--- src/design/b64d_pkg.sv ---
package b64d_pkg;

    // queue between the classifier and the decode engine
    localparam int QUEUE_DEPTH = 2;

    localparam int CHAR_W   = 8;
    localparam int SEXTET_W = 6;
    localparam int STATUS_W = 3;
    localparam int USER_W   = 1 + STATUS_W;

    // final status codes
    localparam logic [STATUS_W-1:0] STATUS_OK        = 3'd0;
    localparam logic [STATUS_W-1:0] STATUS_BAD_PAD   = 3'd1;
    localparam logic [STATUS_W-1:0] STATUS_BAD_LEN   = 3'd2;
    localparam logic [STATUS_W-1:0] STATUS_BAD_CHAR  = 3'd3;
    localparam logic [STATUS_W-1:0] STATUS_NONCANON  = 3'd4;

    // special alphabet characters
    localparam logic [CHAR_W-1:0] CHAR_PLUS  = 8'h2B;
    localparam logic [CHAR_W-1:0] CHAR_SLASH = 8'h2F;
    localparam logic [CHAR_W-1:0] CHAR_PAD   = 8'h3D;
    localparam logic [CHAR_W-1:0] CHAR_UP_A  = 8'h41;
    localparam logic [CHAR_W-1:0] CHAR_UP_Z  = 8'h5A;
    localparam logic [CHAR_W-1:0] CHAR_LO_A  = 8'h61;
    localparam logic [CHAR_W-1:0] CHAR_LO_Z  = 8'h7A;
    localparam logic [CHAR_W-1:0] CHAR_ZERO  = 8'h30;
    localparam logic [CHAR_W-1:0] CHAR_NINE  = 8'h39;

    localparam logic [SEXTET_W-1:0] SEXTET_PLUS  = 6'd62;
    localparam logic [SEXTET_W-1:0] SEXTET_SLASH = 6'd63;

    typedef enum logic [1:0] {
        KIND_DATA,
        KIND_PAD,
        KIND_BAD
    } sym_kind_t;

    typedef struct packed {
        logic                is_last;
        sym_kind_t           kind;
        logic [SEXTET_W-1:0] value;
    } sym_t;

    // maps one raw character to its kind and 6-bit value
    function automatic sym_t classify(input logic [CHAR_W-1:0] ch, input logic last);
        sym_t              s;
        logic [CHAR_W-1:0] diff;
        s.is_last = last;
        s.kind    = KIND_BAD;
        s.value   = '0;
        diff      = '0;
        if (ch >= CHAR_UP_A && ch <= CHAR_UP_Z)
        begin
            diff    = ch - CHAR_UP_A;
            s.kind  = KIND_DATA;
            s.value = diff[SEXTET_W-1:0];
        end
        else if (ch >= CHAR_LO_A && ch <= CHAR_LO_Z)
        begin
            diff    = ch - CHAR_LO_A + 8'd26;
            s.kind  = KIND_DATA;
            s.value = diff[SEXTET_W-1:0];
        end
        else if (ch >= CHAR_ZERO && ch <= CHAR_NINE)
        begin
            diff    = ch - CHAR_ZERO + 8'd52;
            s.kind  = KIND_DATA;
            s.value = diff[SEXTET_W-1:0];
        end
        else if (ch == CHAR_PLUS)
        begin
            s.kind  = KIND_DATA;
            s.value = SEXTET_PLUS;
        end
        else if (ch == CHAR_SLASH)
        begin
            s.kind  = KIND_DATA;
            s.value = SEXTET_SLASH;
        end
        else if (ch == CHAR_PAD)
        begin
            s.kind  = KIND_PAD;
        end
        return s;
    endfunction

endpackage

--- src/design/b64d_front.sv ---
module b64d_front
(
    input  logic                       s_tvalid,
    output logic                       s_tready,
    input  logic [7:0]                 s_tdata,   // character
    input  logic                       s_tlast,   // is_last
    output logic                       push,
    output b64d_pkg::sym_t             push_sym,
    input  logic                       queue_full
);

    // classify on the way in so the back end sees only kind and sextet
    assign s_tready = !queue_full;
    assign push     = s_tvalid && !queue_full;
    assign push_sym = b64d_pkg::classify(s_tdata, s_tlast);

endmodule

--- src/design/b64d_queue.sv ---
module b64d_queue
#(
    parameter int DEPTH = b64d_pkg::QUEUE_DEPTH
)
(
    input  logic           clk,
    input  logic           rst_n,
    input  logic           push,
    input  b64d_pkg::sym_t push_sym,
    output logic           full,
    input  logic           pop,
    output logic           not_empty,
    output b64d_pkg::sym_t pop_sym
);

    localparam int AW = (DEPTH > 1) ? $clog2(DEPTH) : 1;
    localparam int CW = $clog2(DEPTH + 1);

    b64d_pkg::sym_t entry_reg [DEPTH];
    logic [AW-1:0]  wr_ptr_reg, wr_ptr_next;
    logic [AW-1:0]  rd_ptr_reg, rd_ptr_next;
    logic [CW-1:0]  count_reg,  count_next;

    assign full      = (count_reg == CW'(DEPTH));
    assign not_empty = (count_reg != '0);
    assign pop_sym   = entry_reg[rd_ptr_reg];

    always_comb
    begin
        wr_ptr_next = wr_ptr_reg;
        rd_ptr_next = rd_ptr_reg;
        count_next  = count_reg;
        if (push)
        begin
            wr_ptr_next = (wr_ptr_reg == AW'(DEPTH - 1)) ? '0 : wr_ptr_reg + 1'b1;
        end
        if (pop)
        begin
            rd_ptr_next = (rd_ptr_reg == AW'(DEPTH - 1)) ? '0 : rd_ptr_reg + 1'b1;
        end
        if (push && !pop)
        begin
            count_next = count_reg + 1'b1;
        end
        else if (pop && !push)
        begin
            count_next = count_reg - 1'b1;
        end
    end

    always_ff @(posedge clk or negedge rst_n)
    begin
        if (!rst_n)
        begin
            wr_ptr_reg <= '0;
            rd_ptr_reg <= '0;
            count_reg  <= '0;
        end
        else
        begin
            wr_ptr_reg <= wr_ptr_next;
            rd_ptr_reg <= rd_ptr_next;
            count_reg  <= count_next;
        end
    end

    always_ff @(posedge clk)
    begin
        if (push)
        begin
            entry_reg[wr_ptr_reg] <= push_sym;
        end
    end

endmodule

--- src/design/b64d_back.sv ---
module b64d_back
(
    input  logic                   clk,
    input  logic                   rst_n,
    input  logic                   not_empty,
    input  b64d_pkg::sym_t         pop_sym,
    output logic                   pop,
    output logic                   m_tvalid,
    input  logic                   m_tready,
    output logic [7:0]             m_tdata,   // data_byte
    output logic                   m_tlast,   // end_of_string
    output logic [3:0]             m_tuser    // byte_valid, status[2:0]
);

    localparam logic [1:0] SCAN_NONE = 2'd0;
    localparam logic [1:0] SCAN_PAD  = 2'd1;
    localparam logic [1:0] SCAN_BAD  = 2'd2;

    logic [11:0] acc_reg,  acc_next;
    logic [2:0]  pend_reg, pend_next;
    logic [1:0]  len_reg,  len_next;
    logic [1:0]  run_reg,  run_next;
    logic [1:0]  err_reg,  err_next;
    logic [5:0]  ldv_reg,  ldv_next;

    logic        out_valid_reg, out_valid_next;
    logic [7:0]  out_data_reg,  out_data_next;
    logic        out_last_reg,  out_last_next;
    logic [3:0]  out_user_reg,  out_user_next;

    logic        have_byte;
    logic [7:0]  byte_val;
    logic [3:0]  pend_sum;
    logic [1:0]  rem;
    logic [2:0]  status;

    assign pop      = not_empty && (!out_valid_reg || m_tready);
    assign m_tvalid = out_valid_reg;
    assign m_tdata  = out_data_reg;
    assign m_tlast  = out_last_reg;
    assign m_tuser  = out_user_reg;

    // state update for one symbol
    always_comb
    begin
        acc_next  = acc_reg;
        pend_next = pend_reg;
        len_next  = len_reg + 2'd1;
        run_next  = run_reg;
        err_next  = err_reg;
        ldv_next  = ldv_reg;
        have_byte = 1'b0;
        byte_val  = '0;
        pend_sum  = {1'b0, pend_reg} + 4'd6;
        unique case (pop_sym.kind)
            b64d_pkg::KIND_PAD:
            begin
                if (run_reg != 2'd3)
                begin
                    run_next = run_reg + 2'd1;
                end
            end
            b64d_pkg::KIND_DATA:
            begin
                if (run_reg != 2'd0 && err_reg == SCAN_NONE)
                begin
                    err_next = SCAN_PAD;
                end
                run_next = '0;
                ldv_next = pop_sym.value;
                acc_next = {acc_reg[5:0], pop_sym.value};
                if (pend_sum >= 4'd8)
                begin
                    pend_next = 3'(pend_sum - 4'd8);
                    have_byte = 1'b1;
                    // remaining pending bits sit below the completed byte
                    case (pend_next)
                        3'd2:    byte_val = acc_next[9:2];
                        3'd4:    byte_val = acc_next[11:4];
                        default: byte_val = acc_next[7:0];
                    endcase
                end
                else
                begin
                    pend_next = pend_sum[2:0];
                end
            end
            default:
            begin
                // bad character, an earlier pad run still counts first
                if (run_reg != 2'd0 && err_reg == SCAN_NONE)
                begin
                    err_next = SCAN_PAD;
                end
                else if (err_reg == SCAN_NONE)
                begin
                    err_next = SCAN_BAD;
                end
                run_next = '0;
            end
        endcase
    end

    // end-of-string verdict, structural checks ahead of scan errors
    always_comb
    begin
        rem = len_next - run_next;
        if (run_next == 2'd3)
        begin
            status = b64d_pkg::STATUS_BAD_PAD;
        end
        else if (run_next != 2'd0 && len_next != 2'd0)
        begin
            status = b64d_pkg::STATUS_BAD_PAD;
        end
        else if (rem == 2'd1)
        begin
            status = b64d_pkg::STATUS_BAD_LEN;
        end
        else if ((run_next == 2'd1 && rem != 2'd3) || (run_next == 2'd2 && rem != 2'd2))
        begin
            status = b64d_pkg::STATUS_BAD_PAD;
        end
        else if (err_next == SCAN_PAD)
        begin
            status = b64d_pkg::STATUS_BAD_PAD;
        end
        else if (err_next == SCAN_BAD)
        begin
            status = b64d_pkg::STATUS_BAD_CHAR;
        end
        else if ((rem == 2'd2 && ldv_next[3:0] != 4'd0) ||
                 (rem == 2'd3 && ldv_next[1:0] != 2'd0))
        begin
            status = b64d_pkg::STATUS_NONCANON;
        end
        else
        begin
            status = b64d_pkg::STATUS_OK;
        end
    end

    always_comb
    begin
        out_valid_next = out_valid_reg;
        out_data_next  = out_data_reg;
        out_last_next  = out_last_reg;
        out_user_next  = out_user_reg;
        if (out_valid_reg && m_tready)
        begin
            out_valid_next = 1'b0;
        end
        if (pop && (have_byte || pop_sym.is_last))
        begin
            out_valid_next = 1'b1;
            out_data_next  = byte_val;
            out_last_next  = pop_sym.is_last;
            out_user_next  = {pop_sym.is_last ? status : b64d_pkg::STATUS_OK, have_byte};
        end
    end

    always_ff @(posedge clk or negedge rst_n)
    begin
        if (!rst_n)
        begin
            acc_reg       <= '0;
            pend_reg      <= '0;
            len_reg       <= '0;
            run_reg       <= '0;
            err_reg       <= SCAN_NONE;
            ldv_reg       <= '0;
            out_valid_reg <= 1'b0;
        end
        else
        begin
            out_valid_reg <= out_valid_next;
            if (pop)
            begin
                if (pop_sym.is_last)
                begin
                    // next word starts a fresh string
                    acc_reg  <= '0;
                    pend_reg <= '0;
                    len_reg  <= '0;
                    run_reg  <= '0;
                    err_reg  <= SCAN_NONE;
                    ldv_reg  <= '0;
                end
                else
                begin
                    acc_reg  <= acc_next;
                    pend_reg <= pend_next;
                    len_reg  <= len_next;
                    run_reg  <= run_next;
                    err_reg  <= err_next;
                    ldv_reg  <= ldv_next;
                end
            end
        end
    end

    always_ff @(posedge clk)
    begin
        out_data_reg <= out_data_next;
        out_last_reg <= out_last_next;
        out_user_reg <= out_user_next;
    end

endmodule

--- src/design/strict_base64_stream_decoder.sv ---
// strict base64 decoder: one character enters per word on the slave side, with tlast on the
// final character of a string, and the block sustains one word per clock while m_tready is
// high. a word leaves the master side when a byte completes (tuser bit 0 set, byte in tdata)
// or on the last character (tlast set, final status in tuser bits 3:1: 0 ok, 1 bad padding,
// 2 bad length, 3 bad character, 4 noncanonical trailing bits); a word can carry both.
// characters that complete no byte and are not last produce nothing. bytes are sent before the
// string is checked, so the consumer must drop the bytes of a string whose status is nonzero.
// internally a classifier feeds a short queue (QUEUE_DEPTH words) that a decode engine drains
// into an output register, every word going through both; either side may stall without loss

module strict_base64_stream_decoder
#(
    parameter int QUEUE_DEPTH = b64d_pkg::QUEUE_DEPTH
)
(
    input  logic       clk,
    input  logic       rst_n,

    input  logic       s_tvalid,
    output logic       s_tready,
    input  logic [7:0] s_tdata,    // character[7:0]
    input  logic       s_tlast,    // is_last

    output logic       m_tvalid,
    input  logic       m_tready,
    output logic [7:0] m_tdata,    // data_byte[7:0]
    output logic       m_tlast,    // end_of_string
    output logic [3:0] m_tuser     // byte_valid, status[2:0]
);

    logic           push;
    logic           pop;
    logic           queue_full;
    logic           queue_not_empty;
    b64d_pkg::sym_t push_sym;
    b64d_pkg::sym_t pop_sym;

    // classifier, takes a word whenever the queue has room
    b64d_front u_front
    (
        .s_tvalid   (s_tvalid),
        .s_tready   (s_tready),
        .s_tdata    (s_tdata),
        .s_tlast    (s_tlast),
        .push       (push),
        .push_sym   (push_sym),
        .queue_full (queue_full)
    );

    // decouples input acceptance from output back-pressure
    b64d_queue
    #(
        .DEPTH (QUEUE_DEPTH)
    )
    u_queue
    (
        .clk       (clk),
        .rst_n     (rst_n),
        .push      (push),
        .push_sym  (push_sym),
        .full      (queue_full),
        .pop       (pop),
        .not_empty (queue_not_empty),
        .pop_sym   (pop_sym)
    );

    // bit accumulator, validation state and output register
    b64d_back u_back
    (
        .clk       (clk),
        .rst_n     (rst_n),
        .not_empty (queue_not_empty),
        .pop_sym   (pop_sym),
        .pop       (pop),
        .m_tvalid  (m_tvalid),
        .m_tready  (m_tready),
        .m_tdata   (m_tdata),
        .m_tlast   (m_tlast),
        .m_tuser   (m_tuser)
    );

endmodule
--- config.mk ---
export PLATFORM = sky130hd
export DESIGN_NAME = strict_base64_stream_decoder
export DESIGN_NICKNAME = d
export VERILOG_FILES = /design/src/design/b64d_pkg.sv /design/src/design/b64d_front.sv /design/src/design/b64d_queue.sv /design/src/design/b64d_back.sv /design/src/design/strict_base64_stream_decoder.sv
export SDC_FILE = /design/constraint.sdc
export NUM_CORES = 1
export LEC_CHECK = 0
export BUFFER_PORTS_ARGS = -buffer_cell sky130_fd_sc_hd__buf_2
export CAP_MARGIN = 5
export CORE_ASPECT_RATIO = 0.5
export CORE_MARGIN = 10
export CORE_UTILIZATION = 64
export DETAILED_ROUTE_END_ITERATION = 10
export GPL_TIMING_DRIVEN = 0
export PLACE_DENSITY = 0.92
export SLEW_MARGIN = 30
export SYNTH_ARGS = -nofsm -noshare
export SYNTH_HDL_FRONTEND = slang
export SYNTH_HIERARCHICAL = 1
export SYNTH_SLANG_ARGS = --single-unit
--- constraint.sdc ---
create_clock -name clk -period 7.71 [get_ports clk]
set_input_delay 1.9275 -clock clk [delete_from_list [all_inputs] [get_ports clk]]
set_output_delay 1.9275 -clock clk [all_outputs]
set_load 0.02 [all_outputs]
==> out/results.txt, run 1 <==
Layout net count = 381
Period minus WS final = 3.733 ns
Critical Path AT = 3.79 ns
DP Area = 0.003468 mm²
Clock Latency Late Sink = 0.31 ns
Post-CTS resize count = 0
First-pass GRT wire length = 11900 µm
Ys async rst share = 42.59%
Initial DRC count = 222
Synth cell types = 60
Power per cell area = 383.8 mW/mm²
Final hold slack = 0.5124 ns
Post-synthesis sequential area ratio = 46.34%
Pre-antenna DRT Iters = 5
Post-route cell area = 0.003587 mm²
Clock Sink Count = 54
Die Wd = 120.8 µm
Nature of the critical path endpoint = flop
Setup violators final = 0
Critical Path Fanout Max = 7
Area of the mapped netlist = 0.003251 mm²
Leakage = 0.001472 µW
Share of cells above drive strength 1 = 20.00%
Main flop type after synthesis = edfxtp_1
Total number of vias = 2570
Clk pwr share = 13.3%
Max FFs per register = 18
Outcome = completed
Pins Over Slew Limit = 0
Clk root buf = clkbuf_8
HP Class = reg2reg
Reg power frac = 35.6%
CP most frequent cell = a221o_1
Largest cells by area after synthesis = edfxtp_1 (29%), dfrtp_1 (18%), ha_1 (7.3%), a22oi_1 (4.6%), nor2_1 (3.6%)
Worst VDD drop = 0.1796 mV
Post-synth EDFFs = 31
Setup TNS = 0 ns
Full die area = 0.008503 mm²
Area grow syn2layout = 10.35%
Sw Pwr = 593.1 µW
Source of the worst register-to-register timing path = u_queue/rd_ptr_reg
Starting Density = 66.21%
Yosys top cell area share = 28.64%
Num rows = 18
Post-CTS Setup Bufs = 0
Synth warn = 6
Comb pwr share = 51.1%
# hold bufs at CTS = 0
Sw frac = 43.08%
Core ar. = 0.004910 mm²
Max Freq = 0.2679 GHz
Worst path required time = 7.77 ns
I/O pins = 28
Final hold viol count = 0
# DRC = 0
Final GP Congestion = 0.8773
CTS Buffer Depth = 2
Pint = 783.7 µW
Critical-path top delay cell = ha_1
Post-synth top cells = edfxtp_1 (31), nor2_1 (31), dfrtp_1 (23), a21oi_1 (21), nand2_1 (21)
Port bufs = 26
Post-route ant nets = 0
Routed WL per cell = 16.74 µm
Critical path's top delay family = compound AO/OA/AOI/OAI gates
Post-Syn Nets = 348
Crit Path Class = in2reg
Antenna violations before repair = 0
Min-delay src = u_queue/wr_ptr_reg
Clock Pin Slew Worst Setup and Hold Paths = 0.09 ns
Worst Max-Slew Pin Slew = 0.7308 ns
H-tree depth = 2
Max Cap Viol = 0
Vias in the first global route = 2584
CP peak stage delay = 0.32 ns
RSZ-0062 raised after global routing = no
Syn Area/Cell = 10.29 µm²
CTS tree = yes
N_diodes = 0
Sequence of cells on the critical path = buf_2, inv_1, ha_1, a21o_1, a31oi_1, and2_1, a221o_1, a221o_1
Slew Limit Headroom = 51.18%
Largest net degree at the start of global routing = 24
HPWL after DPL = 5218 µm
Post-Route WL = 7030 µm
Die height = 70.40 µm
DR vias/cell = 6.119
Cell taking the most area after synthesis = edfxtp_1
Yosys reg bits = 54
GRT overflow = 0
Total track usage = 16.78%
Critical Path Start = s_tdata[2]
Period Utilization, post-route = 48.41%
Synth Instances = 316
Final Skew = 0.008307 ns
Buf/Inv on CP = 2
Number of CTS-inserted buffers = 5
Setup crit start kind = input pin
==> path summary, 6_finish.rpt <==
kind,endpoint,slack [ns],cells past startpoint
setup / recovery,u_queue/entry_reg[0][3],3.98,8
hold / removal,u_queue/wr_ptr_reg,0.51,1
setup reg to reg,u_back/m_tuser[1],5.02,10
hold reg to reg,u_queue/wr_ptr_reg,0.51,1
max in group asynchronous,u_back/len_reg[1],5.79,1
min in group asynchronous,u_queue/count_reg[0],1.57,1
==> worst reg2reg max path: cells and delay by family (launching register included) <==
| kind | cells | cell delay [ns] |
|---|---|---|
| compound gates | 2 | 0.33 |
| fa+ha+maj | 1 | 0.26 |
| buf+inv | 3 | 0.65 |
| flops | 1 | 0.35 |
| mux | 1 | 0.41 |
| simple gates | 3 | 0.44 |
==> kinds of logic (layout without fill, tap and decap cells) <==
logic type	after synthesis	in the layout	synth area share, %
AOI/OAI and AO/OA	88	88	18.90
xor gates and xnor gates	8	8	2.387
adders and majority gates	19	19	7.313
buffers and inverters	37	71	5.388
DFF	54	54	46.34
muxes	12	12	4.042
and+or+nand+nor	98	98	15.63
==> through the flow <==
stage	utilization (%)	instances	setup WS, ns	total power, µW
final	73.06	420	3.977	1377
after global routing	73.06	420	3.889	1475
after CTS	73.01	420	4.009	1370
after detailed placement	70.64	412	3.677	1182
after global placement	70.64	412	3.738	1138
after floorplan	-	316	4.085	1007
==> layout by cell type (no fill, tap or decap), types with 3 or more instances in the layout <==
| cell | instances |
|---|---|
| a21oi_1 | 21 |
| a22oi_1 | 20 |
| and2_1 | 4 |
| buf_2 | 31 |
| buf_6 | 3 |
| clkbuf_1 | 7 |
| clkbuf_8 | 6 |
| dfrtp_1 | 23 |
| edfxtp_1 | 31 |
| ha_1 | 19 |
| inv_1 | 18 |
| mux2_2 | 9 |
| mux2i_1 | 3 |
| nand2_1 | 21 |
| nand2b_1 | 6 |
| nand3_1 | 3 |
| nor2_1 | 30 |
| nor2b_1 | 7 |
| nor3_1 | 7 |
| nor4_1 | 3 |
| o211ai_1 | 3 |
| o21a_1 | 3 |
| o21ai_1 | 15 |
| o221ai_1 | 4 |
| xor2_1 | 5 |
==> cell type report <==
type / count / area (µm²)
fillers: 358 / 1323
multi-input cells: 225 / 1572
repair buffers: 26 / 130.1
flip-flops and latches: 54 / 1506
well taps: 70 / 87.58
clock buffers: 7 / 107.6
inverters: 19 / 71.32
clock inverters: 1 / 8.758
plain buffers: 18 / 103.9
==> power by group through the flow <==
stage	combinational (µW)	clock [µW]	sequential (µW)
final	704	183	490
after detailed placement	687	0	495
after global placement	651	0	488
after global routing	776	197	502
after floorplan	479	0	527
after CTS	694	186	490
==> metal layers <==
layer / track usage, % / up-vias / part of all wire [%]
met5: 0 / - / 0
met1: 19.06 / 1229 / 40
met4: 5.718 / 0 / 2.0
li1: - / 1211 / -
met3: 4.491 / 15 / 8.4
met2: 29.81 / 115 / 49
Note: power is estimated with default switching activity, not from simulation.
==> run 2, diff against run 1 <==
--- a/config.mk
+++ b/config.mk
@@ -9,10 +9,10 @@
 export CAP_MARGIN = 5
 export CORE_ASPECT_RATIO = 0.5
 export CORE_MARGIN = 10
-export CORE_UTILIZATION = 64
+export CORE_UTILIZATION = 60
 export DETAILED_ROUTE_END_ITERATION = 10
 export GPL_TIMING_DRIVEN = 0
-export PLACE_DENSITY = 0.92
+export PLACE_DENSITY = 0.87
 export SLEW_MARGIN = 30
 export SYNTH_ARGS = -nofsm -noshare
 export SYNTH_HDL_FRONTEND = slang
==> constraint.sdc (replaced) <==
create_clock -name clk -period 3.58 [get_ports clk]
set_input_delay 0.895 -clock clk [delete_from_list [all_inputs] [get_ports clk]]
set_output_delay 0.895 -clock clk [all_outputs]
set_load 0.02 [all_outputs]
==> run 2 against run 1 <==
Net effect: final cell count unchanged; wire length is 1.6% lower; critical path type unchanged; largest cell class unchanged; highest routed layer unchanged; non-clock buffer count unchanged; flip-flop and latch count stayed put; design area fell by 0.84%.
==> out/results.txt, run 2 (synthesis results as in run 1) <==
Total number of vias = 2543
Antenna violations before repair = 0
Min-delay src = u_queue/wr_ptr_reg
Num rows = 18
Total track usage = 15.70%
Reg2Reg Depth = 10
Worst VDD drop = 0.4258 mV
Buf/Inv on CP = 2
Final hold viol count = 0
CTS Buffer Depth = 2
Finished Core Util = 69.89%
Layout net count = 381
Share of cells above drive strength 1 = 19.71%
Largest net degree at the start of global routing = 24
Post-route ant nets = 0
Critical Path AT = 2.75 ns
Post-route setup slack = 0.8760 ns
Critical path's top delay family = compound AO/OA/AOI/OAI gates
Worst slack, placed = 0.5933 ns
Worst r2r dst = u_back/m_tuser[1]
Setup violators final = 0
GRT overflow = 0
Source of the worst register-to-register timing path = u_queue/rd_ptr_reg
HP Class = reg2reg
Pre-antenna DRT Iters = 4
Full die area = 0.008940 mm²
Max Freq = 0.3698 GHz
Setup TNS = 0 ns
Nature of the critical path endpoint = flop
Post-CTS Setup Bufs = 0
Setup crit start kind = input pin
Area of the multi-input gates = 0.001572 mm²
Final Skew = 0.009598 ns
Outcome = completed
Routed WL per cell = 16.47 µm
H-tree depth = 2
Port bufs = 26
Max FFs per register = 18
N_diodes = 0
Clock Pin Slew Worst Setup and Hold Paths = 0.10 ns
HPWL after DPL = 5152 µm
First-pass GRT wire length = 11640 µm
DR vias/cell = 6.055
Power per cell area = 812.6 mW/mm²
Hold path cells = 1
CP most frequent cell = a221o_1
Pins Over Slew Limit = 0
Die height = 72.05 µm
Critical Path Fanout Max = 7
Area grow syn2layout = 9.430%
RSZ-0062 raised after global routing = no
Number of CTS-inserted buffers = 5
Clock Sink Count = 54
Slew Limit Headroom = 48.52%
Period minus WS final = 2.704 ns
Final GP Congestion = 0.8694
Max Cap Viol = 0
Final hold slack = 0.4999 ns
Post-Route WL = 6916 µm
Fillers = 401
FF-to-FF setup slack = 0.90 ns
Most frequent cells in the layout = buf_2 (31), edfxtp_1 (31), nor2_1 (30), dfrtp_1 (23)
Leakage = 0.001458 µW
Worst Max-Slew Pin Slew = 0.7706 ns
Vias in the first global route = 2450
Critical-path top delay cell = ha_1
I/O pins = 28
CP peak stage delay = 0.33 ns
Storage element area = 0.001506 mm²
Clk root buf = clkbuf_8
Core ar. = 0.005090 mm²
# DRC = 0
Sequence of cells on the critical path = buf_2, inv_1, ha_1, a21o_1, a31oi_1, and2_1, a221o_1, a221o_1
Initial DRC count = 276
Period Utilization, post-route = 75.53%
CTS tree = yes
Hold Path End = u_queue/wr_ptr_reg
Starting Density = 63.86%
# hold bufs at CTS = 0
Crit Path Class = in2reg
Worst path required time = 3.63 ns
Post-CTS resize count = 0
Clock Latency Late Sink = 0.31 ns
Die Wd = 124.1 µm
## run 2: cell types whose count changed in the layout (fill, tap and decap cells not counted)
| cell | before | now |
|---|---|---|
| clkbuf_1 | 7 | 8 |
| clkbuf_8 | 6 | 5 |
| clkinv_2 | 0 | 1 |
| clkbuf_16 | 1 | 0 |
## run 2: final cells by class
type                       count  area share, %
tap                           70          2.462
sequential                    54          42.35
clock buffer                   6          2.040
timing repair buffer          26          3.658
clock inverter                 2         0.3869
multi-input combinational    225          44.18
inverter                      19          2.005
buffer                        18          2.919
## run 2: power breakdown
part,switching (µW),internal (µW)
sequential,128,932
combinational,946,554
clock,191,140
## run 2: worst max-delay path by stage
stage                       start                      end  depth (start not counted)
2_1_floorplan          s_tdata[2]  u_queue/entry_reg[0][3]                          7
4_1_cts        u_queue/rd_ptr_reg        u_back/m_tdata[3]                          7
3_5_place_dp           s_tdata[2]  u_queue/entry_reg[0][3]                          8
6_report               s_tdata[2]  u_queue/entry_reg[0][3]                          8
5_1_grt        u_queue/rd_ptr_reg        u_back/m_tuser[2]                         10
3_3_place_gp           s_tdata[2]  u_queue/entry_reg[0][3]                          8
## run 2: per-layer routing
metal / part of all wire, % / track usage, % / wire length (µm)
met5: 0 / 0 / 0
met2: 49 / 25.41 / 3370
met3: 7.2 / 3.398 / 498
met4: 1.2 / 5.584 / 85
met1: 43 / 20.34 / 2962
## run 2: metrics by stage
stage	std cells	total power [µW]	area (µm²)
finish	420	2891	3557
CTS	420	2890	3555
global placement	412	2460	3468
detailed placement	412	2550	3468
global route	420	3106	3557
floorplan	316	2168	3251
## run 2: worst reg2reg max path, stage by stage (launching register included)
cell and delay, ns:
dfrtp_1 0.36, buf_6 0.15, mux2_2 0.40, nand2b_1 0.09, buf_2 0.19, nor2_1 0.07
ha_1 0.27, clkbuf_1 0.30, and3_1 0.26, o21ai_1 0.08, a32o_1 0.26
